$ cat src/hdl/hbtm_pkg.sv
// Shared types and constants for the heartbeat timeout monitor.
package hbtm_pkg;

	localparam int MAX_NODES  = 32;
	localparam int NODE_IDX_W = (MAX_NODES > 1) ? $clog2(MAX_NODES) : 1;
	localparam int NODE_CNT_W = $clog2(MAX_NODES + 1);

	localparam logic [10:0] HB_BASE_ID    = 11'h700;
	localparam logic [9:0]  TICK_STEP_RST = 10'd1;

	localparam logic [1:0] REQ_SET_TMO   = 2'd0;
	localparam logic [1:0] REQ_HEARTBEAT = 2'd1;
	localparam logic [1:0] REQ_TICK      = 2'd2;

	localparam logic EVT_HEARTBEAT = 1'b0;
	localparam logic EVT_TIMEOUT   = 1'b1;

	typedef struct packed {
		logic [1:0]  req_type;
		logic [6:0]  node_id;
		logic [15:0] timeout_value;
		logic [10:0] cob_id;
		logic [3:0]  data_len;
		logic [7:0]  state_byte;
	} hb_req_t;

	typedef struct packed {
		logic       event_kind;
		logic [6:0] event_node;
		logic [7:0] node_state;
		logic       last_event;
	} hb_evt_t;

	typedef struct packed {
		logic set_tmo;
		logic heartbeat;
		logic tick;
		logic adv;
		logic flush;
	} hbtm_cmd_t;

	typedef struct packed {
		logic out_free;
		logic rd_more;
		logic cmp_vld;
		logic hit;
		logic pend;
	} hbtm_sts_t;

	typedef enum logic [2:0] {
		ST_IDLE  = 3'b001,
		ST_SCAN  = 3'b010,
		ST_FLUSH = 3'b100
	} hbtm_state_t;

endpackage

$ cat src/hdl/heartbeat_timeout_monitor_top.sv
// Top level of the heartbeat timeout monitor: controller plus datapath.
//
//  channel | signals                        | direction | notes
//  --------+--------------------------------+-----------+-------------------------------
//  in      | in_valid, in_ready, in_data    | input     | one request per handshake
//  out     | out_valid, out_ready, out_data | output    | events, last_event ends a request
//  cfg     | cfg_we, cfg_wdata              | input     | tick_step register write
//
// Set-timeout and heartbeat requests need no scan; every request waits for a free output.
// A tick advances the time counter, then scans the nodes: one table read per node
// through the single read port, a pipeline drain and a final flush of a pending timeout.
// Output stalls during a scan hold the scan only when a second timed-out node is waiting.
// Reset clears the counter, tick_step to 1 and all node valid bits at once; no clear pass.
module heartbeat_timeout_monitor_top import hbtm_pkg::*; (
	input  logic       clk,
	input  logic       arst_n,
	input  logic       cfg_we,
	input  logic [9:0] cfg_wdata,
	input  logic       in_valid,
	output logic       in_ready,
	input  hb_req_t    in_data,
	output logic       out_valid,
	input  logic       out_ready,
	output hb_evt_t    out_data
);

	hbtm_cmd_t cmd;
	hbtm_sts_t sts;

	hbtm_ctrl u_ctrl (
		.clk      (clk),
		.arst_n   (arst_n),
		.in_valid (in_valid),
		.req_type (in_data.req_type),
		.in_ready (in_ready),
		.sts      (sts),
		.cmd      (cmd)
	);

	hbtm_dp u_dp (
		.clk       (clk),
		.arst_n    (arst_n),
		.cfg_we    (cfg_we),
		.cfg_wdata (cfg_wdata),
		.in_data   (in_data),
		.cmd       (cmd),
		.sts       (sts),
		.out_valid (out_valid),
		.out_ready (out_ready),
		.out_data  (out_data)
	);

endmodule

$ cat src/hdl/hbtm_ctrl.sv
// Controller state machine: request decode, scan sequencing and output stalls.
module hbtm_ctrl import hbtm_pkg::*; (
	input  logic       clk,
	input  logic       arst_n,
	input  logic       in_valid,
	input  logic [1:0] req_type,
	output logic       in_ready,
	input  hbtm_sts_t  sts,
	output hbtm_cmd_t  cmd
);

	hbtm_state_t state_q, state_d;
	logic        acc;

	assign in_ready = (state_q == ST_IDLE) && sts.out_free;
	assign acc      = in_valid && in_ready;

	always_comb begin
		cmd           = '0;
		cmd.set_tmo   = acc && (req_type == REQ_SET_TMO);
		cmd.heartbeat = acc && (req_type == REQ_HEARTBEAT);
		cmd.tick      = acc && (req_type == REQ_TICK);
		// hold the scan when a second hit would need a busy output register
		cmd.adv       = (state_q == ST_SCAN) && !(sts.hit && sts.pend && !sts.out_free);
		cmd.flush     = (state_q == ST_FLUSH) && sts.pend && sts.out_free;
	end

	always_comb begin
		state_d = state_q;
		case (state_q)
			ST_IDLE: begin
				if (cmd.tick)
					state_d = ST_SCAN;
			end
			ST_SCAN: begin
				if (!sts.rd_more && !sts.cmp_vld)
					state_d = ST_FLUSH;
			end
			ST_FLUSH: begin
				if (!sts.pend || sts.out_free)
					state_d = ST_IDLE;
			end
			default: begin
				state_d = ST_IDLE;
			end
		endcase
	end

	always_ff @(posedge clk or negedge arst_n) begin
		if (!arst_n) begin
			state_q <= ST_IDLE;
		end else begin
			state_q <= state_d;
		end
	end

	a_flush_empty: assert property (@(posedge clk) disable iff (!arst_n)
		(state_q == ST_FLUSH) |-> (!sts.cmp_vld && !sts.rd_more))
		else $error("flush entered with scan still in flight");

	a_tick_scan: assert property (@(posedge clk) disable iff (!arst_n)
		cmd.tick |=> (state_q == ST_SCAN))
		else $error("tick did not start a scan");

endmodule

$ cat src/hdl/hbtm_dp.sv
// Datapath: time counter, node tables, scan pipeline and output register.
module hbtm_dp import hbtm_pkg::*; (
	input  logic       clk,
	input  logic       arst_n,
	input  logic       cfg_we,
	input  logic [9:0] cfg_wdata,
	input  hb_req_t    in_data,
	input  hbtm_cmd_t  cmd,
	output hbtm_sts_t  sts,
	output logic       out_valid,
	input  logic       out_ready,
	output hb_evt_t    out_data
);

	logic [9:0]            tick_step_q;
	logic [31:0]           time_q;
	logic [15:0]           to_mem [MAX_NODES];
	logic [31:0]           ls_mem [MAX_NODES];
	logic [MAX_NODES-1:0]  to_vld_q;
	logic [MAX_NODES-1:0]  ls_vld_q;

	logic [NODE_CNT_W-1:0] rd_cnt_q;
	logic                  cmp_vld_s1;
	logic [NODE_IDX_W-1:0] cmp_idx_s1;
	logic [15:0]           rd_to_s1;
	logic [31:0]           rd_ls_s1;
	logic                  rd_tov_s1;
	logic                  rd_lsv_s1;

	logic                  pend_q;
	logic [6:0]            pend_node_q;
	logic                  out_vld_q;
	hb_evt_t               out_q;

	logic                  set_ok;
	logic [NODE_IDX_W-1:0] set_idx;
	logic [10:0]           hb_off;
	logic                  hb_ok;
	logic [NODE_IDX_W-1:0] hb_idx;
	logic [NODE_IDX_W-1:0] rd_addr;
	logic                  rd_more;
	logic [15:0]           tmo_eff;
	logic [31:0]           elapsed;
	logic                  hit;
	logic [6:0]            cmp_node;
	logic                  out_free;
	logic                  push_hb;
	logic                  push_pend;

	// request decode
	assign set_ok  = (in_data.node_id != 7'd0) && (in_data.node_id <= 7'(MAX_NODES));
	assign set_idx = NODE_IDX_W'(in_data.node_id - 7'd1);
	assign hb_off  = in_data.cob_id - HB_BASE_ID;
	assign hb_ok   = (in_data.data_len == 4'd1) && (in_data.cob_id >= HB_BASE_ID) &&
		(hb_off != 11'd0) && (hb_off <= 11'(MAX_NODES));
	assign hb_idx  = NODE_IDX_W'(hb_off - 11'd1);

	// during a stall the compare entry is read again so its data stays put
	assign rd_more = rd_cnt_q < NODE_CNT_W'(MAX_NODES);
	assign rd_addr = cmd.adv ? rd_cnt_q[NODE_IDX_W-1:0] : cmp_idx_s1;

	assign tmo_eff  = rd_tov_s1 ? rd_to_s1 : 16'd0;
	assign elapsed  = time_q - (rd_lsv_s1 ? rd_ls_s1 : 32'd0);
	assign hit      = cmp_vld_s1 && (tmo_eff != 16'd0) && (elapsed > {16'd0, tmo_eff});
	assign cmp_node = 7'(cmp_idx_s1) + 7'd1;

	assign out_free  = !out_vld_q || out_ready;
	assign push_hb   = cmd.heartbeat && hb_ok;
	assign push_pend = cmd.adv && hit && pend_q;

	always_comb begin
		sts          = '0;
		sts.out_free = out_free;
		sts.rd_more  = rd_more;
		sts.cmp_vld  = cmp_vld_s1;
		sts.hit      = hit;
		sts.pend     = pend_q;
	end

	always_ff @(posedge clk) begin
		if (cmd.set_tmo && set_ok)
			to_mem[set_idx] <= in_data.timeout_value;
		if (push_hb)
			ls_mem[hb_idx] <= time_q;
		rd_to_s1  <= to_mem[rd_addr];
		rd_ls_s1  <= ls_mem[rd_addr];
		rd_tov_s1 <= to_vld_q[rd_addr];
		rd_lsv_s1 <= ls_vld_q[rd_addr];
	end

	always_ff @(posedge clk) begin
		if (cmd.adv && rd_more)
			cmp_idx_s1 <= rd_cnt_q[NODE_IDX_W-1:0];
		if (cmd.adv && hit)
			pend_node_q <= cmp_node;
		if (push_hb)
			out_q <= '{event_kind: EVT_HEARTBEAT, event_node: 7'(hb_off),
				node_state: in_data.state_byte, last_event: 1'b1};
		else if (push_pend)
			out_q <= '{event_kind: EVT_TIMEOUT, event_node: pend_node_q,
				node_state: 8'd0, last_event: 1'b0};
		else if (cmd.flush)
			out_q <= '{event_kind: EVT_TIMEOUT, event_node: pend_node_q,
				node_state: 8'd0, last_event: 1'b1};
	end

	always_ff @(posedge clk or negedge arst_n) begin
		if (!arst_n) begin
			tick_step_q <= TICK_STEP_RST;
			time_q      <= '0;
			to_vld_q    <= '0;
			ls_vld_q    <= '0;
			rd_cnt_q    <= '0;
			cmp_vld_s1  <= 1'b0;
			pend_q      <= 1'b0;
			out_vld_q   <= 1'b0;
		end else begin
			if (cfg_we)
				tick_step_q <= cfg_wdata;
			if (cmd.set_tmo && set_ok)
				to_vld_q[set_idx] <= 1'b1;
			if (push_hb)
				ls_vld_q[hb_idx] <= 1'b1;

			if (cmd.tick) begin
				time_q     <= time_q + {22'd0, tick_step_q};
				rd_cnt_q   <= '0;
				cmp_vld_s1 <= 1'b0;
				pend_q     <= 1'b0;
			end else if (cmd.adv) begin
				if (rd_more) begin
					rd_cnt_q   <= rd_cnt_q + NODE_CNT_W'(1);
					cmp_vld_s1 <= 1'b1;
				end else begin
					cmp_vld_s1 <= 1'b0;
				end
				if (hit)
					pend_q <= 1'b1;
			end else if (cmd.flush) begin
				pend_q <= 1'b0;
			end

			if (push_hb || push_pend || cmd.flush)
				out_vld_q <= 1'b1;
			else if (out_ready)
				out_vld_q <= 1'b0;
		end
	end

	assign out_valid = out_vld_q;
	assign out_data  = out_q;

	a_stall_hold: assert property (@(posedge clk) disable iff (!arst_n)
		(cmp_vld_s1 && !cmd.adv && !cmd.tick) |=> (cmp_vld_s1 && $stable(cmp_idx_s1)))
		else $error("compare entry lost during stall");

	a_cnt_range: assert property (@(posedge clk) disable iff (!arst_n)
		rd_cnt_q <= NODE_CNT_W'(MAX_NODES))
		else $error("scan counter past last node");

	a_push_free: assert property (@(posedge clk) disable iff (!arst_n)
		(push_hb || push_pend || cmd.flush) |->
		(out_free && $onehot0({push_hb, push_pend, cmd.flush})))
		else $error("event pushed into busy output register");

endmodule
$ cat config.mk
export PLATFORM = sky130hd
export DESIGN_NAME = heartbeat_timeout_monitor_top
export DESIGN_NICKNAME = d
export VERILOG_FILES = /design/src/hdl/hbtm_pkg.sv /design/src/hdl/heartbeat_timeout_monitor_top.sv /design/src/hdl/hbtm_ctrl.sv /design/src/hdl/hbtm_dp.sv
export SDC_FILE = /design/constraint.sdc
export NUM_CORES = 2
export LEC_CHECK = 0
export BUFFER_PORTS_ARGS = -buffer_cell sky130_fd_sc_hd__buf_2
export CAP_MARGIN = 10
export CELL_PAD_IN_SITES_DETAIL_PLACEMENT = 0
export CELL_PAD_IN_SITES_GLOBAL_PLACEMENT = 1
export CORE_UTILIZATION = 50
export CTS_BUF_LIST = sky130_fd_sc_hd__clkbuf_4
export CTS_CLUSTER_SIZE = 10
export DETAILED_ROUTE_END_ITERATION = 7
export PLACE_DENSITY_LB_ADDON = 0.1
export SETUP_SLACK_MARGIN = 0.02
export SYNTH_ARGS = -nofsm -noshare
export SYNTH_HDL_FRONTEND = slang
export SYNTH_SLANG_ARGS = --single-unit
$ cat constraint.sdc
create_clock -name clk -period 18.61 [get_ports clk]
set_input_delay 3.722 -clock clk [delete_from_list [all_inputs] [get_ports clk]]
set_output_delay 3.722 -clock clk [all_outputs]
set_load 0.01 [all_outputs]
==> metrics.md <==
| Metric | Value |
|---|---|
| Post-synthesis simple-gate area fraction | 12.4% |
| Post-CTS sizing | 0 |
| HPWL Detailed | ~110000 um |
| CTS Buf Count | 449 |
| Worst EP arrival | 10750 ps |
| Drt via density | 5.94 |
| Die H | 376 um |
| Gpl congestion | a little over 0.9 |
| Worst path bufs/invs | 4 |
| Seq cells post-synth | about 1700 |
| Static leakage | 0.0288 uW |
| Hold buffer count at CTS | 0 |
| Drt pass-1 iters | 5 |
| Total gr overflow | 0 |
| Slew margin rel. | 18.5% |
| Yosys cell types | 75 |
| Final period utilization | 51.6% |
| FMAX | 0.104 GHz |
| Sink Count | 1732 |
| Fraction of layout instances using a drive strength above 1 | 18.8% |
| Family with the most delay on the worst path | simple AND/OR/NAND/NOR gates |
| Register area share after synthesis | 72.9% |
| Total core area | 138000 um2 |
| VDD IR-drop max | 68.9 uV |
| Initial antenna violation count | 6 |
| Power Density | 114 nW/um2 |
| Total of max-cap violations | 0 |
| Pin count of the biggest net entering global routing | 140 |
| DRC viols | 0 |
| Width of the chip | 376 um |
| Starting Density | 50.6% |
| Wirelength per Cell | 27.2 um |
| Commonest non-fill, non-tap cell in the layout | edfxtp_1 |
| Slew Limit Fails | 0 |
| Mapped cell area | 69800 um2 |
| Input/output buffers | 81 |
| Post-synth top flop | edfxtp_1 |
| Setup crit end kind | register |
| Worst Path Max Fanout | between 100 and 150 |
| Hold Violations, Final | 0 |
| Global-route wire length before repair | 302000 um |
| Clock Skew | 141 ps |
| Syn-to-layout area delta | 12.4% |
| Async SR Flop Fraction | 6.81% |
| Filler cells | roughly 11000 |
| Die area | ~140000 um2 |
| # setup viols final | 0 |
| Adder-cell area share of the yosys netlist | approximately 1.2% |
| Site Rows | 136 |
| Tot GR Track Use | 29.7% |
| Setup repair bufs after CTS | 0 |
| Largest family of logic cells by synthesized area | simple AND/OR/NAND/NOR gates |
| Clk_lat worst skew | 1340 ps |
| Largest stage delay on the critical path | 990 ps |
| Reg clk slew, reported paths | 60 ps |
| Nets | 5664 |
| Final antenna-violating net count | 0 |
| Most frequent cells in the layout | 1562 x edfxtp_1, 1327 x nand2_1, 723 x clkbuf_4 |
| CTS Buffer Depth | 4 |
| DRT iter0 DRCs | between 5000 and 6000 |
| Power, Total | around 8900 uW |
| Proportion of synthesized area in mux cells | 3.86% |
| CP max stage cell | dfrtp_1 |
| Vias in the first global route | 44041 |
| Syn Nets | roughly 5300 |
| CP required | between 15000 and 20000 ps |
| Post-Synth XOR/XNOR Area | less than 1% |
| Status | complete, no violations |
| Final WL | 211000 um |
| CP Class | register to register |
| Setup TNS | 0 ps |
| HP Class | register to register |
| Worst-margin pin slew | 1220 ps |
| Complex-gate fraction of the synthesized area | under 10% |
| CTS H-tree depth | 5 |
| Yosys warning total | 0 |
| Syn Inst Count | 5161 |
| Num ports | 82 |
| Post-layout min period | 9600 ps |
| RSZ-0062 raised after global routing | false |
| Vias | 46083 |
| Post-synth EDFFs | 1562 |
| Clock root cell | clkbuf_4 |
| Syn Area/Cell | 13.5 um2 |
| Flop2flop setup slack | about 9000 ps |
| Crit start category | register |
| CTS tree | done |
==> Yosys cell counts (all sizes together) (15+ instances only) <==
| cell type | instances | area (um2) |
|---|---|---|
| a31oi | 109 | 682 |
| mux2i | 251 | 2510 |
| dfxtp | 52 | 1040 |
| a311oi | 50 | 438 |
| nand4 | 21 | 131 |
| nor2b | 16 | 100 |
| nand2 | 1327 | 4980 |
| buf | 152 | 957 |
| ha | 63 | 788 |
| nor4 | 61 | 397 |
| or2 | 67 | 419 |
| a21oi | 258 | 1310 |
| mux2 | 16 | 180 |
| a32oi | 151 | 1320 |
| edfxtp | 1562 | 46900 |
| inv | 28 | 105 |
| nor2 | 117 | 442 |
| clkbuf | 145 | 544 |
| xnor2 | 36 | 315 |
| xor2 | 20 | 175 |
| dfrtp | 116 | 2900 |
| and2 | 15 | 93.8 |
| nand3 | 331 | 1660 |
| o21ai | 46 | 230 |
==> metrics by stage <==
step                      instance area [um2]  utilization, %  setup slack (ps)  instances  hold WS, ps
final                                   78400            56.8              9010       7761          454
after global routing                    78400            56.8              8330       7761          476
after CTS                               78300            56.8              9130       7749          452
after detailed placement                72500            52.6              9020       6943          442
after global placement                  72500            52.6              9080       6943          438
after floorplan                         69800               -              9520       5161          423
==> worst min-delay path: cells and delay by family (launching register included) <==
| family | cells | cell delay [ps] |
|---|---|---|
| compound gates | 1 | 50 |
| buf+inv | 1 | 50 |
| flops | 1 | 310 |
==> sequential cells by signal, indices dropped and copies added (netlist names) <==
signal            cells
u_dp.pend_node_q      6
u_dp.rd_tov_s1        1
u_dp.to_mem         512
u_dp.rd_cnt_q         6
u_dp.rd_to_s1        16
u_dp.pend_q           1
u_ctrl.state_q        3
u_dp.ls_mem        1024
u_dp.rd_lsv_s1        1
u_dp.cmp_idx_s1       5
u_dp.out_data        17
u_dp.cmp_vld_s1       1
u_dp.ls_vld_q        32
u_dp.out_valid        1
u_dp.time_q          32
u_dp.rd_ls_s1        32
u_dp.to_vld_q        32
u_dp.tick_step_q     10
==> cells by family (layout without fill, tap and decap cells) <==
family | count (synthesis) | in the layout
AOI/OAI and AO/OA | 694 | 694
xor gates and xnor gates | 56 | 56
adders and majority gates | 65 | 65
buffers and inverters | 325 | 1055
DFF | 1732 | 1732
muxes | 267 | 267
other | 1 | 8
and+or+nand+nor | 2021 | 2021
==> layer usage <==
metal	vias up	global-route usage [%]	wire (um)
li1	20221	-	-
met2	2321	45.8	97200
met1	23191	43.2	90500
met5	-	0	0
met3	350	4.60	18100
met4	0	9.63	5160
==> final timing paths <==
kind / cells past startpoint / startpoint / to
max reg2reg: 25 / u_dp.time_q[0]$_DFFE_PN0P_ / u_dp.rd_to_s1[6]$_DFF_P_
max: 25 / u_dp.time_q[0]$_DFFE_PN0P_ / u_dp.rd_to_s1[6]$_DFF_P_
min in group asynchronous: 1 / arst_n / u_dp.to_vld_q[21]$_DFFE_PN0P_
min: 2 / u_dp.out_data[16]$_SDFFE_PP0P_ / u_dp.out_data[16]$_SDFFE_PP0P_
min reg2reg: 2 / u_dp.out_data[16]$_SDFFE_PP0P_ / u_dp.out_data[16]$_SDFFE_PP0P_
max in group asynchronous: 2 / arst_n / u_dp.time_q[14]$_DFFE_PN0P_
==> final cells by class <==
cell class / instances / area (um2) / area share, %
inverter: 28 / 105 / 0.134
sequential: 1732 / 50900 / 64.9
timing repair buffer: 221 / 1570 / 2.00
antenna: 7 / 17.5 / 0.0223
tap: 1863 / 2330 / 2.97
clock buffer: 723 / 5430 / 6.92
multi-input combinational: 3104 / 17700 / 22.6
clock inverter: 83 / 378 / 0.482
==> where the power goes <==
group	switching (uW)	internal (uW)
Combinational	775	350
Clock	1520	1770
Sequential	117	4390
Total	2410	6510
Power figures use the tool's default switching activity.
